==> src/design/gsfc_pkg.sv <==
// gsfc_pkg: types, codes and constants shared by the gear selector frame controller.
// No dependencies. Used by gsfc_front, gsfc_cmdq, gsfc_back and the top level.
`timescale 1ns / 1ps
`default_nettype none
package gsfc_pkg;

   // register widths
   localparam int TX_ID_W   = 11;
   localparam int RX_ID_W   = 11;
   localparam int SEED_W    = 8;
   localparam int CSR_IDX_W = 2;
   localparam int CSR_DW    = 11;

   // reset values of the registers
   localparam logic [TX_ID_W-1:0] TX_ID_RST = 11'd537;
   localparam logic [RX_ID_W-1:0] RX_ID_RST = 11'd601;
   localparam logic [SEED_W-1:0]  SEED_RST  = 8'd12;

   // register indexes
   localparam logic [CSR_IDX_W-1:0] CSR_TX_ID = 2'd0;
   localparam logic [CSR_IDX_W-1:0] CSR_RX_ID = 2'd1;
   localparam logic [CSR_IDX_W-1:0] CSR_SEED  = 2'd2;

   // received frame checks
   localparam logic [3:0] RX_LEN = 4'd3;

   // lever word decode: position nibble and flag bits
   localparam logic [3:0] POS_D_FULL   = 4'h8;
   localparam logic [3:0] POS_R_FULL   = 4'h4;
   localparam logic [3:0] POS_R_LITTLE = 4'h2;
   localparam logic [3:0] POS_D_LITTLE = 4'h6;
   localparam int LEVER_CHANGE_BIT = 10;
   localparam int LEVER_P_BIT      = 8;
   localparam int LEVER_B_BIT      = 6;

   // queue depths, powers of two so the pointers wrap on their own
   localparam int CQ_DEPTH = 4;
   localparam int CQ_AW    = $clog2(CQ_DEPTH);
   localparam int RQ_DEPTH = 4;
   localparam int RQ_AW    = $clog2(RQ_DEPTH);

   typedef enum logic [2:0] {
      LAMP_OFF     = 3'd0,
      LAMP_ON      = 3'd1,
      LAMP_BACKLIT = 3'd3,
      LAMP_BLINK   = 3'd4
   } lamp_type;

   typedef enum logic [2:0] {
      ST_CHANGED = 3'd0,
      ST_SAME    = 3'd1,
      ST_CK_BAD  = 3'd2,
      ST_LEN_BAD = 3'd3,
      ST_OTHER   = 3'd4
   } status_type;

   typedef struct packed {
      lamp_type p;
      lamp_type r;
      lamp_type n;
      lamp_type d;
      lamp_type b;
   } lamps_type;

   // classified transaction handed from front to back
   typedef struct packed {
      logic        tick;
      logic        valid;
      status_type  status;
      logic [15:0] word;
   } cmd_type;

   typedef struct packed {
      logic               kind;
      logic [63:0]        tx_data;
      logic [TX_ID_W-1:0] tx_id;
      lamps_type          lamps;
      status_type         status;
   } res_type;

endpackage
`default_nettype wire

==> src/design/gsfc_front.sv <==
// gsfc_front: accepts request transactions and classifies them (id, length, checksum).
// Depends on gsfc_pkg.
`timescale 1ns / 1ps
`default_nettype none
module gsfc_front (
   input  wire logic                         req_push,
   output logic                              req_full,
   input  wire logic                         req_cmd,
   input  wire logic [31:0]                  req_frame_id,
   input  wire logic [3:0]                   req_frame_len,
   input  wire logic [7:0]                   req_rx_byte0,
   input  wire logic [7:0]                   req_rx_byte1,
   input  wire logic [7:0]                   req_rx_byte2,
   input  wire logic [gsfc_pkg::RX_ID_W-1:0] rx_frame_id,
   input  wire logic                         cq_full,
   output logic                              cq_push,
   output gsfc_pkg::cmd_type                 cq_cmd
);

   logic [3:0] nib_sum;
   logic       ck_ok;

   assign req_full = cq_full;
   assign cq_push  = req_push & ~cq_full;

   // nibble sum modulo 16 with the counter nibble, inverted for the checksum nibble
   assign nib_sum = req_rx_byte1[7:4] + req_rx_byte1[3:0] + req_rx_byte2[7:4]
                  + req_rx_byte2[3:0] + req_rx_byte0[3:0];
   assign ck_ok   = (req_rx_byte0[7:4] == ~nib_sum);

   always_comb begin
      cq_cmd.tick   = req_cmd;
      cq_cmd.valid  = 1'b0;
      cq_cmd.status = gsfc_pkg::ST_OTHER;
      cq_cmd.word   = {req_rx_byte1, req_rx_byte2};
      if (!req_cmd) begin
         priority if (req_frame_id != {{(32-gsfc_pkg::RX_ID_W){1'b0}}, rx_frame_id}) begin
            cq_cmd.status = gsfc_pkg::ST_OTHER;
         end else if (req_frame_len != gsfc_pkg::RX_LEN) begin
            cq_cmd.status = gsfc_pkg::ST_LEN_BAD;
         end else if (!ck_ok) begin
            cq_cmd.status = gsfc_pkg::ST_CK_BAD;
         end else begin
            cq_cmd.valid  = 1'b1;
            cq_cmd.status = gsfc_pkg::ST_SAME;
         end
      end
   end

endmodule
`default_nettype wire

==> src/design/gsfc_cmdq.sv <==
// gsfc_cmdq: short queue of classified transactions between front and back.
// Depends on gsfc_pkg.
`timescale 1ns / 1ps
`default_nettype none
module gsfc_cmdq (
   input  wire logic              clock,
   input  wire logic              reset,
   input  wire logic              push,
   input  wire gsfc_pkg::cmd_type din,
   output logic                   full,
   input  wire logic              pop,
   output gsfc_pkg::cmd_type      dout,
   output logic                   empty
);

   gsfc_pkg::cmd_type                q_ff [gsfc_pkg::CQ_DEPTH];
   logic [gsfc_pkg::CQ_AW-1:0]       wptr_ff, wptr_in;
   logic [gsfc_pkg::CQ_AW-1:0]       rptr_ff, rptr_in;
   logic [gsfc_pkg::CQ_AW:0]         count_ff, count_in;
   logic                             do_push, do_pop;

   assign full    = (count_ff == (gsfc_pkg::CQ_AW+1)'(gsfc_pkg::CQ_DEPTH));
   assign empty   = (count_ff == '0);
   assign do_push = push & ~full;
   assign do_pop  = pop & ~empty;
   assign dout    = q_ff[rptr_ff];

   always_comb begin
      wptr_in  = do_push ? wptr_ff + 1'b1 : wptr_ff;
      rptr_in  = do_pop ? rptr_ff + 1'b1 : rptr_ff;
      count_in = count_ff + {{gsfc_pkg::CQ_AW{1'b0}}, do_push}
                          - {{gsfc_pkg::CQ_AW{1'b0}}, do_pop};
   end

   always_ff @(posedge clock) begin
      if (reset) begin
         wptr_ff  <= '0;
         rptr_ff  <= '0;
         count_ff <= '0;
      end else begin
         wptr_ff  <= wptr_in;
         rptr_ff  <= rptr_in;
         count_ff <= count_in;
      end
   end

   always_ff @(posedge clock) begin
      if (do_push) begin
         q_ff[wptr_ff] <= din;
      end
   end

   a_count_bound: assert property (@(posedge clock) disable iff (reset)
      count_ff <= (gsfc_pkg::CQ_AW+1)'(gsfc_pkg::CQ_DEPTH))
      else $error("command queue count beyond depth");

   a_ptr_gap: assert property (@(posedge clock) disable iff (reset)
      (count_ff != '0 && count_ff != (gsfc_pkg::CQ_AW+1)'(gsfc_pkg::CQ_DEPTH))
         |-> (wptr_ff != rptr_ff))
      else $error("command queue pointers disagree with count");

   a_full_empty: assert property (@(posedge clock) disable iff (reset)
      !(full && empty))
      else $error("command queue full and empty at once");

endmodule
`default_nettype wire

==> src/design/gsfc_back.sv <==
// gsfc_back: applies transactions to the lamp state machine and transmit counter,
// builds status frames and holds the result queue. Depends on gsfc_pkg.
`timescale 1ns / 1ps
`default_nettype none
module gsfc_back (
   input  wire logic                          clock,
   input  wire logic                          reset,
   input  wire gsfc_pkg::cmd_type             cmd,
   input  wire logic                          cq_empty,
   output logic                               cq_pop,
   input  wire logic [gsfc_pkg::TX_ID_W-1:0]  tx_frame_id,
   input  wire logic [gsfc_pkg::SEED_W-1:0]   tx_seed,
   input  wire logic                          res_pop,
   output logic                               res_empty,
   output gsfc_pkg::res_type                  res
);

   gsfc_pkg::lamps_type        lamps_ff, lamps_in, lever_lamps;
   logic [15:0]                last_word_ff, last_word_in;
   logic [3:0]                 tx_ctr_ff, tx_ctr_in;
   gsfc_pkg::res_type          rq_ff [gsfc_pkg::RQ_DEPTH];
   logic [gsfc_pkg::RQ_AW-1:0] wptr_ff, wptr_in;
   logic [gsfc_pkg::RQ_AW-1:0] rptr_ff, rptr_in;
   logic [gsfc_pkg::RQ_AW:0]   count_ff, count_in;
   logic                       fire, do_pop, changed, nchk;
   logic [3:0]                 pos;
   logic [31:0]                lamp_word;
   logic [3:0]                 nib_sum, ck_nib;
   gsfc_pkg::res_type          res_new;

   assign res_empty = (count_ff == '0);
   assign fire      = ~cq_empty & (count_ff != (gsfc_pkg::RQ_AW+1)'(gsfc_pkg::RQ_DEPTH));
   assign cq_pop    = fire;
   assign do_pop    = res_pop & ~res_empty;
   assign res       = rq_ff[rptr_ff];
   assign changed   = (cmd.word != last_word_ff);
   assign pos       = cmd.word[15:12];

   // lever rules; the full reverse position also runs the neutral rule
   always_comb begin
      lever_lamps = lamps_ff;
      nchk        = 1'b0;
      priority if (pos == gsfc_pkg::POS_D_FULL) begin
         lever_lamps = '{gsfc_pkg::LAMP_OFF, gsfc_pkg::LAMP_BACKLIT, gsfc_pkg::LAMP_BACKLIT,
                         gsfc_pkg::LAMP_ON, gsfc_pkg::LAMP_BACKLIT};
      end else if (pos == gsfc_pkg::POS_R_FULL) begin
         lever_lamps = '{gsfc_pkg::LAMP_OFF, gsfc_pkg::LAMP_ON, gsfc_pkg::LAMP_BACKLIT,
                         gsfc_pkg::LAMP_BACKLIT, gsfc_pkg::LAMP_OFF};
         nchk        = 1'b1;
      end else if (pos == gsfc_pkg::POS_R_LITTLE || pos == gsfc_pkg::POS_D_LITTLE) begin
         nchk = 1'b1;
      end else begin
         nchk = 1'b0;
      end
      if (nchk && (lever_lamps.r == gsfc_pkg::LAMP_ON || lever_lamps.d == gsfc_pkg::LAMP_ON)
          && !cmd.word[gsfc_pkg::LEVER_CHANGE_BIT]) begin
         lever_lamps = '{gsfc_pkg::LAMP_BACKLIT, gsfc_pkg::LAMP_BACKLIT, gsfc_pkg::LAMP_ON,
                         gsfc_pkg::LAMP_BACKLIT, gsfc_pkg::LAMP_OFF};
      end
      if (cmd.word[gsfc_pkg::LEVER_P_BIT] && lever_lamps.n == gsfc_pkg::LAMP_ON) begin
         lever_lamps = '{gsfc_pkg::LAMP_ON, gsfc_pkg::LAMP_BACKLIT, gsfc_pkg::LAMP_OFF,
                         gsfc_pkg::LAMP_BACKLIT, gsfc_pkg::LAMP_OFF};
      end
      if (cmd.word[gsfc_pkg::LEVER_B_BIT] && lever_lamps.d == gsfc_pkg::LAMP_ON) begin
         lever_lamps.b = (lever_lamps.b == gsfc_pkg::LAMP_ON) ? gsfc_pkg::LAMP_BACKLIT
                                                              : gsfc_pkg::LAMP_ON;
      end
   end

   // packed lamp word for bytes 1 to 4 of the status frame
   always_comb begin
      lamp_word        = '0;
      lamp_word[3:1]   = lamps_ff.p;
      lamp_word[10:8]  = lamps_ff.d;
      lamp_word[13:11] = lamps_ff.n;
      lamp_word[16:14] = lamps_ff.r;
      lamp_word[23:21] = lamps_ff.b;
   end

   always_comb begin
      nib_sum = tx_ctr_ff;
      for (int k = 0; k < 8; k++) begin
         nib_sum = nib_sum + lamp_word[4*k +: 4];
      end
      ck_nib = ~nib_sum - tx_seed[3:0];
   end

   always_comb begin
      lamps_in     = lamps_ff;
      last_word_in = last_word_ff;
      tx_ctr_in    = tx_ctr_ff;
      res_new      = '{kind: 1'b0, tx_data: '0, tx_id: '0, lamps: lamps_ff,
                       status: cmd.status};
      if (fire) begin
         if (cmd.tick) begin
            tx_ctr_in       = tx_ctr_ff + 1'b1;
            res_new.kind    = 1'b1;
            res_new.tx_data = {24'd0, lamp_word, ck_nib, tx_ctr_ff};
            res_new.tx_id   = tx_frame_id;
            res_new.status  = gsfc_pkg::ST_OTHER;
         end else if (cmd.valid) begin
            last_word_in = cmd.word;
            if (changed) begin
               lamps_in       = lever_lamps;
               res_new.status = gsfc_pkg::ST_CHANGED;
            end else begin
               res_new.status = gsfc_pkg::ST_SAME;
            end
         end
         res_new.lamps = lamps_in;
      end
   end

   always_comb begin
      wptr_in  = fire ? wptr_ff + 1'b1 : wptr_ff;
      rptr_in  = do_pop ? rptr_ff + 1'b1 : rptr_ff;
      count_in = count_ff + {{gsfc_pkg::RQ_AW{1'b0}}, fire}
                          - {{gsfc_pkg::RQ_AW{1'b0}}, do_pop};
   end

   always_ff @(posedge clock) begin
      if (reset) begin
         lamps_ff     <= '{gsfc_pkg::LAMP_ON, gsfc_pkg::LAMP_BACKLIT, gsfc_pkg::LAMP_OFF,
                           gsfc_pkg::LAMP_BACKLIT, gsfc_pkg::LAMP_OFF};
         last_word_ff <= '0;
         tx_ctr_ff    <= '0;
         wptr_ff      <= '0;
         rptr_ff      <= '0;
         count_ff     <= '0;
      end else begin
         lamps_ff     <= lamps_in;
         last_word_ff <= last_word_in;
         tx_ctr_ff    <= tx_ctr_in;
         wptr_ff      <= wptr_in;
         rptr_ff      <= rptr_in;
         count_ff     <= count_in;
      end
   end

   always_ff @(posedge clock) begin
      if (fire) begin
         rq_ff[wptr_ff] <= res_new;
      end
   end

   a_rq_bound: assert property (@(posedge clock) disable iff (reset)
      count_ff <= (gsfc_pkg::RQ_AW+1)'(gsfc_pkg::RQ_DEPTH))
      else $error("result queue count beyond depth");

   a_tick_ctr: assert property (@(posedge clock) disable iff (reset)
      (fire && cmd.tick) |=> (tx_ctr_ff == $past(tx_ctr_ff) + 4'd1))
      else $error("transmit counter did not advance on tick");

   a_reject_hold: assert property (@(posedge clock) disable iff (reset)
      (fire && !cmd.tick && !cmd.valid) |=> ($stable(lamps_ff) && $stable(last_word_ff)))
      else $error("rejected frame changed state");

   a_idle_hold: assert property (@(posedge clock) disable iff (reset)
      !fire |=> ($stable(lamps_ff) && $stable(tx_ctr_ff)))
      else $error("state moved without a transaction");

endmodule
`default_nettype wire

==> src/design/gear_selector_frame_controller.sv <==
// gear_selector_frame_controller: top level with configuration registers, front,
// command queue and back. Depends on gsfc_pkg, gsfc_front, gsfc_cmdq, gsfc_back.
//
// Usage:
//  - request side is a queue: drive req_* fields with req_push while req_full is low.
//    req_cmd 0 is a received bus frame, 1 a transmit tick.
//  - response side is a queue: the oldest result sits on rsp_* while rsp_empty is low
//    and leaves on rsp_pop. Every transaction gives exactly one result.
//  - csr_we/csr_index/csr_wdata write tx_frame_id (0), rx_frame_id (1), tx_seed (2);
//    write only while the block is drained.
//  - the edge that accepts a request writes it into the command queue; the back end
//    then moves its result into the result queue when that queue has room, and the
//    result sits on rsp_* until it is popped.
//  - throughput: one transaction per cycle while the result queue has room; the lamp
//    update and the frame build are both combinational in the back end.
//  - when rsp_pop stays low the four-entry result queue fills, the back end stops,
//    then the four-entry command queue fills and req_full rises.
//  - reset (synchronous) empties both queues, restores the register defaults,
//    lamps P on, R and D backlit, N and B off, lever word and counter zero.
`timescale 1ns / 1ps
`default_nettype none
module gear_selector_frame_controller (
   input  wire logic                           clock,
   input  wire logic                           reset,
   input  wire logic                           req_push,
   output logic                                req_full,
   input  wire logic                           req_cmd,
   input  wire logic [31:0]                    req_frame_id,
   input  wire logic [3:0]                     req_frame_len,
   input  wire logic [7:0]                     req_rx_byte0,
   input  wire logic [7:0]                     req_rx_byte1,
   input  wire logic [7:0]                     req_rx_byte2,
   output logic                                rsp_empty,
   input  wire logic                           rsp_pop,
   output logic                                rsp_kind,
   output logic [63:0]                         rsp_tx_data,
   output logic [10:0]                         rsp_tx_id_out,
   output logic [2:0]                          rsp_p_lamp,
   output logic [2:0]                          rsp_r_lamp,
   output logic [2:0]                          rsp_n_lamp,
   output logic [2:0]                          rsp_d_lamp,
   output logic [2:0]                          rsp_b_lamp,
   output logic [2:0]                          rsp_rx_status,
   input  wire logic                           csr_we,
   input  wire logic [gsfc_pkg::CSR_IDX_W-1:0] csr_index,
   input  wire logic [gsfc_pkg::CSR_DW-1:0]    csr_wdata
);

   logic [gsfc_pkg::TX_ID_W-1:0] tx_id_ff, tx_id_in;
   logic [gsfc_pkg::RX_ID_W-1:0] rx_id_ff, rx_id_in;
   logic [gsfc_pkg::SEED_W-1:0]  seed_ff, seed_in;

   logic              cq_full, cq_push, cq_pop, cq_empty;
   gsfc_pkg::cmd_type cq_din, cq_dout;
   gsfc_pkg::res_type res;

   always_comb begin
      tx_id_in = tx_id_ff;
      rx_id_in = rx_id_ff;
      seed_in  = seed_ff;
      if (csr_we) begin
         unique case (csr_index)
            gsfc_pkg::CSR_TX_ID: tx_id_in = csr_wdata[gsfc_pkg::TX_ID_W-1:0];
            gsfc_pkg::CSR_RX_ID: rx_id_in = csr_wdata[gsfc_pkg::RX_ID_W-1:0];
            gsfc_pkg::CSR_SEED:  seed_in  = csr_wdata[gsfc_pkg::SEED_W-1:0];
            default: ;
         endcase
      end
   end

   always_ff @(posedge clock) begin
      if (reset) begin
         tx_id_ff <= gsfc_pkg::TX_ID_RST;
         rx_id_ff <= gsfc_pkg::RX_ID_RST;
         seed_ff  <= gsfc_pkg::SEED_RST;
      end else begin
         tx_id_ff <= tx_id_in;
         rx_id_ff <= rx_id_in;
         seed_ff  <= seed_in;
      end
   end

   gsfc_front u_front (
      .req_push      (req_push),
      .req_full      (req_full),
      .req_cmd       (req_cmd),
      .req_frame_id  (req_frame_id),
      .req_frame_len (req_frame_len),
      .req_rx_byte0  (req_rx_byte0),
      .req_rx_byte1  (req_rx_byte1),
      .req_rx_byte2  (req_rx_byte2),
      .rx_frame_id   (rx_id_ff),
      .cq_full       (cq_full),
      .cq_push       (cq_push),
      .cq_cmd        (cq_din)
   );

   gsfc_cmdq u_cmdq (
      .clock (clock),
      .reset (reset),
      .push  (cq_push),
      .din   (cq_din),
      .full  (cq_full),
      .pop   (cq_pop),
      .dout  (cq_dout),
      .empty (cq_empty)
   );

   gsfc_back u_back (
      .clock       (clock),
      .reset       (reset),
      .cmd         (cq_dout),
      .cq_empty    (cq_empty),
      .cq_pop      (cq_pop),
      .tx_frame_id (tx_id_ff),
      .tx_seed     (seed_ff),
      .res_pop     (rsp_pop),
      .res_empty   (rsp_empty),
      .res         (res)
   );

   assign rsp_kind      = res.kind;
   assign rsp_tx_data   = res.tx_data;
   assign rsp_tx_id_out = res.tx_id;
   assign rsp_p_lamp    = res.lamps.p;
   assign rsp_r_lamp    = res.lamps.r;
   assign rsp_n_lamp    = res.lamps.n;
   assign rsp_d_lamp    = res.lamps.d;
   assign rsp_b_lamp    = res.lamps.b;
   assign rsp_rx_status = res.status;

endmodule
`default_nettype wire

==> config.mk <==
export PLATFORM = sky130hd
export DESIGN_NAME = gear_selector_frame_controller
export DESIGN_NICKNAME = d
export VERILOG_FILES = /design/src/design/gsfc_pkg.sv /design/src/design/gsfc_front.sv /design/src/design/gsfc_cmdq.sv /design/src/design/gsfc_back.sv /design/src/design/gear_selector_frame_controller.sv
export SDC_FILE = /design/constraint.sdc
export NUM_CORES = 1
export LEC_CHECK = 0
export BUFFER_PORTS_ARGS = -buffer_cell sky130_fd_sc_hd__buf_2
export CORE_MARGIN = 2
export CORE_UTILIZATION = 45
export DETAILED_ROUTE_END_ITERATION = 10
export MAX_ROUTING_LAYER = met4
export SYNTH_ARGS = -nofsm -noshare
export SYNTH_HDL_FRONTEND = slang
export SYNTH_SLANG_ARGS = --single-unit
==> constraint.sdc <==
create_clock -name clock -period 10.3 [get_ports clock]
set_input_delay 3.09 -clock clock [delete_from_list [all_inputs] [get_ports clock]]
set_output_delay 3.09 -clock clock [all_outputs]
set_load 0.01 [all_outputs]
==> impl_metrics.yaml, run 1 <==
clock_network:
  clkSlewWorstSetupHoldPaths_ns: 0.06
  htreeDepth: 2
  cts_made_buffers: 39
  cts_root_buf: "clkbuf_16"
  postCtsHoldBufs: 0
  cts.path.max_buffers: 3
  clock_latency_ns: 0.52
  numClockSinks: 375
  cts_resized: 0
  cts_setup_buffers: 0
  cts_tree: "done"
sta:
  setup_viol: 0
  timing.setup.tns_ns: 0
  final-hold-violation-count: 0
  relSlewSlack_pct: 25.2
  setup_ws_ns: 3.90
  tightestPinTransition_ns: 1.12
  whs_ns: 0.454
  min_period_ns: 6.40
  drv_slew: 0
  grt_setup_unrepaired: "no"
  fmax_mhz: 156
  finalCritPeriodShare_pct: 62.1
  worst_clock_skew_ns: 0.0164
power_and_ir_drop:
  power_density_nw_per_um2: 280
  p_leak_nw: 6.28
  peakVddDrop_mv: 0.143
global_routing:
  grt_pass1_vias: 8654
  antenna_found_initial: 1
  grt_pass1_wl_mm: 48.8
  grt_util_all_layers_pct: 18.0
  grt_max_degree: 65
  overflow: 0
floorplan:
  fp.dieArea_um2: 36400
  die_x_um: 191
  core_area_um2: 34500
  die_h_um: 191
  ios: 175
  start_util_pct: 45.5
  num_rows: 68
logic_synthesis:
  synthCells: 983
  avgSynthCellArea_um2: 16.0
  ys_ff_latch: 375
  async_flop_share_pct: 0
  synth_edf_count: 296
  yosysWarnings: 0
  synth.cell_area_um2: 15700
  yosys_most_used_dff: "edfxtp_1"
  synthDistinctLibCells: 64
  seq_area_frac_synth_pct: 66.7
layout:
  drive_gt1_share_pct: 25.3
  area_growth_pct: 14.3
  finalNetCount: 1240
  final_cell_mix: "edfxtp_1 (296), buf_2 (133), nand2_1 (94), dfxtp_1 (77), mux4_2 (74)"
  layout.cells.most_common: "edfxtp_1"
setup_path:
  crit_required_ns: 10.63
  r2r_slack_ns: 6.67
  r2r-end: "u_back.rq_ff[3][5]"
  worstRegToRegCells: 7
  end_kind: "register"
  timing_worst_setup_path_type: "in -> reg"
  worstSetupStartpointType: "input pin"
  cp_max_fo: 5
  worstPathArrival_ns: 6.73
  cp-startpoint: "req_rx_byte1[1]"
placement:
  pre_cts_slack_ns: 3.38
  dp_hpwl_mm: 19.0
  portBuffers: 133
  finalWeightedCongestion: 0.821
routing:
  drt-initial-drc-count: 626
  wire_per_inst_um: 19.3
  viasPerCell: 5.21
  num_vias: 8385
  first_pass_iters: 7
  ant_nets: 0
  drc: 0
  routed_wl_mm: 31.0
flow_run:
  maxCapViolations: 0
worst_hold_path:
  holdPathEnd: "tx_id_ff[10]"
  holdPathStages: 2
  hold_start: "tx_id_ff[10]"
  hold_class: "reg -> reg"
run_status:
  outcome: "complete, no violations"
-- critical path, stage by stage --
cell     delay, ns
buf_2         0.13
fa_1          0.47
fa_1          0.49
inv_1         0.05
fa_1          0.48
inv_1         0.05
ha_1          0.19
fa_1          0.43
xnor2_1       0.24
xnor3_1       0.36
xnor2_1       0.16
nand4_1       0.17
nor2b_1       0.17
nor2b_1       0.25
-- through the flow --
stage	area [µm²]	std cells	util, %	power (mW)
3_5_place_dp	16700	1536	48.4	3.71
4_1_cts	17900	1607	52.1	5.09
3_3_place_gp	16700	1536	48.4	3.68
6_report	17900	1608	52.1	5.02
5_1_grt	17900	1608	52.1	5.30
2_1_floorplan	15800	1023	-	3.21
-- kinds of logic after synthesis --
group,Yosys count,share of synthesized area (%)
XOR/XNOR,63,3.61
adder cells (fa/ha/maj),39,3.97
AO/OA/AOI/OAI,75,3.25
flip-flops,375,66.7
AND/OR/NAND/NOR,237,7.56
other,1,0.0239
buffers and inverters,114,3.90
multiplexers,79,10.9
-- Yosys cell counts, drive strengths merged (2+ instances only) --
cell | number | area (µm²)
fa | 18 | 360
dfxtp | 79 | 1580
o21ai | 5 | 25.0
nand3b | 2 | 15.0
a2bb2oi | 2 | 23.8
edfxtp | 296 | 8890
a211oi | 3 | 27.5
a311oi | 2 | 30.0
nand2b | 3 | 18.8
mux2i | 5 | 50.1
or3b | 2 | 17.5
and2 | 10 | 62.6
xnor2 | 47 | 412
buf | 53 | 383
or3 | 5 | 36.3
nor2b | 11 | 68.8
a21oi | 36 | 180
mux4 | 74 | 1670
o211ai | 2 | 15.0
nand4 | 10 | 62.6
a31oi | 4 | 25.0
xor2 | 15 | 131
nor3 | 9 | 45.0
inv | 28 | 105
o211a | 2 | 20.0
o311ai | 2 | 17.5
nand2 | 94 | 353
nor2 | 36 | 135
a22o | 2 | 17.5
ha | 21 | 263
nor3b | 6 | 45.0
clkbuf | 32 | 120
o31ai | 3 | 22.5
and3 | 26 | 163
or2 | 3 | 18.8
nand3 | 10 | 50.1
nor4 | 6 | 52.6
-- state kept, by name, indices dropped and copies added, names as in the netlist, 3 cells and up, named ones only --
name	flops
u_back.tx_ctr_ff	4
u_cmdq.count_ff	3
u_back.last_word_ff	16
seed_ff	4
u_back.rq_ff	212
tx_id_ff	11
u_back.lamp_word	15
rx_id_ff	11
u_cmdq.q_ff	84
u_back.count_ff	3
-- final cells by class --
class,count,area (µm²)
inverters,29,109
flip-flops and latches,375,10500
well taps,455,569
clock inverters,13,151
repair buffers,143,741
diodes,1,2.50
clock buffers,58,1120
fillers,2912,16500
multi-input cells,534,4770
-- worst max-delay path by stage --
stage / to / slack, ns / cells after the start
floorplan: u_cmdq.q_ff[0][19] / 3.79 / 13
global placement: u_cmdq.q_ff[0][19] / 3.45 / 14
detailed placement: u_cmdq.q_ff[3][19] / 3.38 / 14
CTS: u_cmdq.q_ff[3][19] / 3.89 / 14
global route: u_cmdq.q_ff[3][19] / 3.59 / 14
finish: u_cmdq.q_ff[3][19] / 3.90 / 14
-- per-layer routing --
layer  track usage, %  part of all wire, %
met5                -                    0
met4             4.44                  1.8
met3             2.67                  4.2
met2             29.1                   49
met1             24.1                   45
-- power by group --
| group | switching [mW] | internal [mW] | leakage [nW] |
|---|---|---|---|
| Clock | 0.549 | 0.828 | 0.622 |
| Sequential | 0.122 | 2.06 | 3.30 |
| Combinational | 0.860 | 0.600 | 2.36 |
No activity file was read; power rests on OpenSTA's default activity.
==> run 2: changes to the inputs <==
--- a/config.mk
+++ b/config.mk
@@ -5,6 +5,7 @@
 export SDC_FILE = /design/constraint.sdc
 export NUM_CORES = 1
 export LEC_CHECK = 0
+export ABC_AREA = 1
 export BUFFER_PORTS_ARGS = -buffer_cell sky130_fd_sc_hd__buf_2
 export CORE_MARGIN = 2
 export CORE_UTILIZATION = 45
==> constraint.sdc (replaced) <==
create_clock -name clock -period 6.45 [get_ports clock]
set_input_delay 1.935 -clock clock [delete_from_list [all_inputs] [get_ports clock]]
set_output_delay 1.935 -clock clock [all_outputs]
set_load 0.01 [all_outputs]
==> impl_metrics.yaml, run 2 <==
global_routing:
  overflow: 0
  use_met3_pct: 3.08
  use_met1_pct: 26.1
  antenna_found_initial: 0
  grt_pass1_wl_mm: 53.1
  grt_busiest_layer: "met2"
  gr-usage-met2_pct: 29.9
  grt_pass1_vias: 9638
  grt_util_all_layers_pct: 19.0
  grt_max_degree: 70
sta:
  drv_slew: 0
  worst_clock_skew_ns: 0.0295
  timing.setup.tns_ns: 0
  fmax_mhz: 200
  setup_viol: 0
  whs_ns: 0.456
  tightestPinTransition_ns: 1.06
  final-hold-violation-count: 0
  min_period_ns: 5.01
  grt_setup_unrepaired: "no"
  relSlewSlack_pct: 28.9
  finalCritPeriodShare_pct: 77.6
floorplan:
  start_util_pct: 45.4
  ios: 175
  core_area_um2: 35400
  fp.dieArea_um2: 37200
  die_x_um: 193
  die_h_um: 193
  num_rows: 69
logic_synthesis:
  avgSynthCellArea_um2: 11.3
  synth-compound-area-share_pct: 10.5
  synth_fa_ha_area_share_pct: 3.88
  yosysMostFrequentCell: "edfxtp_1"
  ys_ff_latch: 375
  synth.area.mux_share_pct: 0
  synthDistinctLibCells: 47
  synth_edf_count: 296
  synthCells: 1416
  synthTopCellsByArea: "edfxtp_1 (55%), dfxtp_1 (9.8%), o21ai_0 (5.2%), nor2_1 (4.7%), nand2_1 (3.2%)"
  yosysWarnings: 0
  synth_top_area_cell: "edfxtp_1"
  yosysTopAreaCellShare_pct: 55.3
  synth.cell_area_um2: 16100
  synth_common_cells: "edfxtp_1 (296), nor2_1 (200), o21ai_0 (166), nand2_1 (139), inv_1 (101)"
  synthSimpleGateAreaFrac_pct: 11.5
  synth_xor_area_share_pct: 2.51
  seq_area_frac_synth_pct: 65.2
  async_flop_share_pct: 0
  yosys_most_used_dff: "edfxtp_1"
  synth_top_family_by_area: "simple AND/OR/NAND/NOR gates"
layout:
  top_regs: "u_back.rq_ff x212, u_cmdq.q_ff x84, u_back.last_word_ff x16"
  design_area_um2: 18300
  final_cell_mix: "edfxtp_1 (296), nor2_1 (196), o21ai_0 (166), nand2_1 (139), buf_2 (133)"
  layout.cells.non_filler: 2031
  num_antenna_cells: 0
  final.fill_count: 3190
  largest_reg_flops: 212
  finalNetCount: 1659
  drive_gt1_share_pct: 16.1
  layout.cells.most_common: "edfxtp_1"
  area_growth_pct: 13.9
  regMostFlops: "u_back.rq_ff"
  finish.utilization_pct: 51.7
routing:
  viasPerCell: 5.09
  drt-initial-drc-count: 700
  num_vias: 10300
  drc: 0
  first_pass_iters: 5
  wire_per_inst_um: 17.0
  ant_nets: 0
  routed_wl_mm: 34.5
power_and_ir_drop:
  p_leak_nw: 7.03
  peakVddDrop_mv: 0.247
  power_density_nw_per_um2: 474
placement:
  dp_hpwl_mm: 21.2
  dp.cells: 1961
  place_area_um2: 17000
  finalWeightedCongestion: 0.857
  portBuffers: 133
setup_path:
  end_kind: "register"
  cp_max_fo: 5
  crit_required_ns: 6.74
  worstPathArrival_ns: 5.30
  worstSetupStartpointType: "input pin"
  timing_worst_setup_path_type: "in -> reg"
clock_network:
  cts_resized: 0
  cts_setup_buffers: 0
  postCtsHoldBufs: 0
  htreeDepth: 2
  clkSlewWorstSetupHoldPaths_ns: 0.06
  cts_root_buf: "clkbuf_16"
  clock_latency_ns: 0.54
  cts.path.max_buffers: 3
  numClockSinks: 375
  cts_made_buffers: 39
  cts_tree: "done"
worst_hold_path:
  hold_class: "reg -> reg"
flow_run:
  maxCapViolations: 0
run_status:
  outcome: "complete, no violations"
[run 2: cell count changes after synthesis, sizes merged, moves of 11 or more]
cell	previous run	this run
nor2	36	205
o21ai	5	170
inv	28	107
mux4	74	0
nand2	94	153
o22ai	0	55
nand3	10	41
and3	26	0
a21oi	36	60
xnor2	47	23
clkbuf	32	49
nor2b	11	0
[run 2: worst paths after layout]
kind                      from             endpoint  slack, ns  depth (start not counted)
min reg2reg  u_cmdq.rptr_ff[1]             register       0.46                          2
max reg2reg           register  u_back.rq_ff[3][10]       2.77                         10
max            req_rx_byte1[1]   u_cmdq.q_ff[3][17]       1.44                         15
min          u_cmdq.rptr_ff[1]             register       0.46                          2
[run 2: power by group]
part           switching, mW  total (mW)  internal, mW
Combinational           1.97        2.86         0.888
Sequential             0.183        3.56          3.38
Clock                  0.900        2.25          1.35
[run 2: kinds of logic (layout without fill, tap and decap cells)]
family	after synthesis	after routing
flops	375	375
xor+xnor	46	46
other cells	1	41
simple gates	434	434
compound gates	305	305
buf+inv	216	330
fa+ha+maj	39	39
[run 2: routing by layer]
layer	up-vias	wire, µm
li1	5081	-
met2	278	16300
met4	0	603
met5	-	0
met1	4927	15700
met3	51	1820
[run 2: metrics by stage]
step | power [mW] | setup WS [ns]
6_report | 8.66 | 1.44
5_1_grt | 9.23 | 1.18
4_1_cts | 8.76 | 1.45
3_5_place_dp | 6.50 | 0.888
3_3_place_gp | 6.44 | 0.914
2_1_floorplan | 5.59 | 1.24
[run 2: area by class of cell]
class                      instances  area (µm²)  area share (%)
sequential                       375       10500            57.2
multi-input combinational        865        4750            25.9
clock buffer                      53        1090            5.96
timing repair buffer             150         793            4.34
tap                              461         577            3.15
inverter                         110         419            2.29
clock inverter                    17         201            1.10
[run 2: critical path: stages]
cell and delay (ns):
buf_2 0.13, fa_1 0.51, fa_1 0.50, inv_1 0.05, fa_1 0.47, inv_1 0.04, ha_1 0.20, fa_1 0.43
xnor2_1 0.20, xor2_1 0.19, xor2_1 0.18, or2_2 0.14, nand4_1 0.14, nand2_1 0.12, inv_1 0.06
==> run 3: changes to the inputs <==
--- a/config.mk
+++ b/config.mk
@@ -11,6 +11,7 @@
 export CORE_UTILIZATION = 45
 export DETAILED_ROUTE_END_ITERATION = 10
 export MAX_ROUTING_LAYER = met4
+export PLACE_DENSITY = 0.66
 export SYNTH_ARGS = -nofsm -noshare
 export SYNTH_HDL_FRONTEND = slang
 export SYNTH_SLANG_ARGS = --single-unit
==> constraint.sdc (replaced) <==
create_clock -name clock -period 4.25 [get_ports clock]
set_input_delay 1.275 -clock clock [delete_from_list [all_inputs] [get_ports clock]]
set_output_delay 1.275 -clock clock [all_outputs]
set_load 0.01 [all_outputs]
==> impl_metrics.yaml, run 3 (synthesized netlist as in run 2, its figures left out) <==
run_status:
  outcome: "complete, no violations"
layout:
  drive_gt1_share_pct: 17.3
  largest_reg_flops: 212
  area_growth_pct: 14.8
  final.fill_count: 3063
  regMostFlops: "u_back.rq_ff"
  final_cell_mix: "edfxtp_1 (296), nor2_1 (195), o21ai_0 (166), nand2_1 (139), buf_2 (131)"
  top_regs: "u_back.rq_ff x212, u_cmdq.q_ff x84, u_back.last_word_ff x16"
  finish.utilization_pct: 52.1
  layout.cells.most_common: "edfxtp_1"
  finalNetCount: 1675
  num_antenna_cells: 0
sta:
  final-hold-violation-count: 0
  min_period_ns: 4.22
  relSlewSlack_pct: 36.9
  worst_clock_skew_ns: 0.0282
  whs_ns: 0.464
  finalCritPeriodShare_pct: 99.2
  grt_setup_unrepaired: "yes"
  drv_slew: 0
  fmax_mhz: 237
  tightestPinTransition_ns: 0.944
  setup_ws_ns: 0.0344
  timing.setup.tns_ns: 0
  setup_viol: 0
placement:
  dp_hpwl_mm: 21.5
  portBuffers: 133
  finalWeightedCongestion: 0.865
  pre_cts_slack_ns: -0.516
global_routing:
  grt_max_degree: 107
  use_met3_pct: 2.62
  grt_pass1_vias: 9747
  overflow: 0
  use_met1_pct: 25.4
  antenna_found_initial: 0
  grt_pass1_wl_mm: 52.4
  gr-usage-met2_pct: 29.9
  grt_busiest_layer: "met2"
  grt_util_all_layers_pct: 18.6
routing:
  first_pass_iters: 5
  wire_per_inst_um: 16.6
  drc: 0
  ant_nets: 0
  drt-initial-drc-count: 748
  routed_wl_mm: 34.0
  viasPerCell: 5.10
  num_vias: 10400
power_and_ir_drop:
  p_leak_nw: 7.07
  power_density_nw_per_um2: 709
  peakVddDrop_mv: 0.355
setup_path:
  end_kind: "register"
  cp_max_fo: 4
  crit_required_ns: 4.51
  worstPathArrival_ns: 4.47
  worstSetupStartpointType: "input pin"
  timing_worst_setup_path_type: "in -> reg"
clock_network:
  clkSlewWorstSetupHoldPaths_ns: 0.06
  cts.path.max_buffers: 3
  numClockSinks: 375
  clock_latency_ns: 0.53
  htreeDepth: 2
  cts_tree: "done"
  cts_root_buf: "clkbuf_16"
  postCtsHoldBufs: 0
  cts_made_buffers: 39
floorplan:
  num_rows: 69
  start_util_pct: 45.4
  die_h_um: 193
  fp.dieArea_um2: 37200
  die_x_um: 193
  ios: 175
  core_area_um2: 35400
flow_run:
  maxCapViolations: 0
worst_hold_path:
  hold_class: "reg -> reg"
## run 3: path summary, 6_finish.rpt
check                             from                  end  slack [ns]  cells past startpoint
setup / recovery       req_rx_byte0[1]   u_cmdq.q_ff[0][17]        0.03                     15
setup reg to reg  u_back.lamp_word[10]  u_back.rq_ff[0][36]        0.89                     11
hold / removal             tx_id_ff[1]          tx_id_ff[1]        0.46                      2
hold reg to reg            tx_id_ff[1]          tx_id_ff[1]        0.46                      2
## run 3: power by group
group          switching (mW)  internal, mW  total (mW)
clock network            1.37          1.89        3.26
logic                    2.99          1.45        4.44
registers               0.259          5.12        5.38
total                    4.62          8.46        13.1
## run 3: final cells by class
| class | instances | area [µm²] | area share (%) |
|---|---|---|---|
| clock buffer | 48 | 1010 | 5.47 |
| inverter | 110 | 419 | 2.27 |
| multi-input combinational | 865 | 4770 | 25.9 |
| clock inverter | 22 | 208 | 1.13 |
| tap | 461 | 577 | 3.13 |
| sequential | 375 | 10500 | 56.8 |
| timing repair buffer | 166 | 988 | 5.36 |
## run 3: per-layer routing
metal / wire length, µm / part of all wire, %
met3: 1780 / 5.2
met4: 595 / 1.8
met2: 16100 / 48
met5: 0 / 0
met1: 15500 / 45
## run 3: critical path: stages
cell	delay, ns
buf_6	0.09
fa_1	0.52
fa_1	0.51
inv_2	0.04
fa_1	0.47
inv_1	0.05
ha_2	0.17
fa_2	0.35
xnor2_2	0.14
xor2_1	0.19
xor2_1	0.21
or2_4	0.15
nand4_1	0.14
nand2_1	0.13
inv_2	0.05
## run 3: repair_timing
item                       4_1_cts  5_1_grt
setup endpoints to repair        0        8
buffers inserted                 0        1
gates resized for setup          0        4
## run 3: through the flow
| step | std cells | power, mW | area, µm² |
|---|---|---|---|
| after CTS | 2046 | 13.2 | 18400 |
| after global routing | 2047 | 13.9 | 18400 |
| final | 2047 | 13.1 | 18400 |
| after detailed placement | 1976 | 9.95 | 17200 |
| after global placement | 1976 | 9.83 | 17200 |
| after floorplan | 1456 | 8.51 | 16200 |
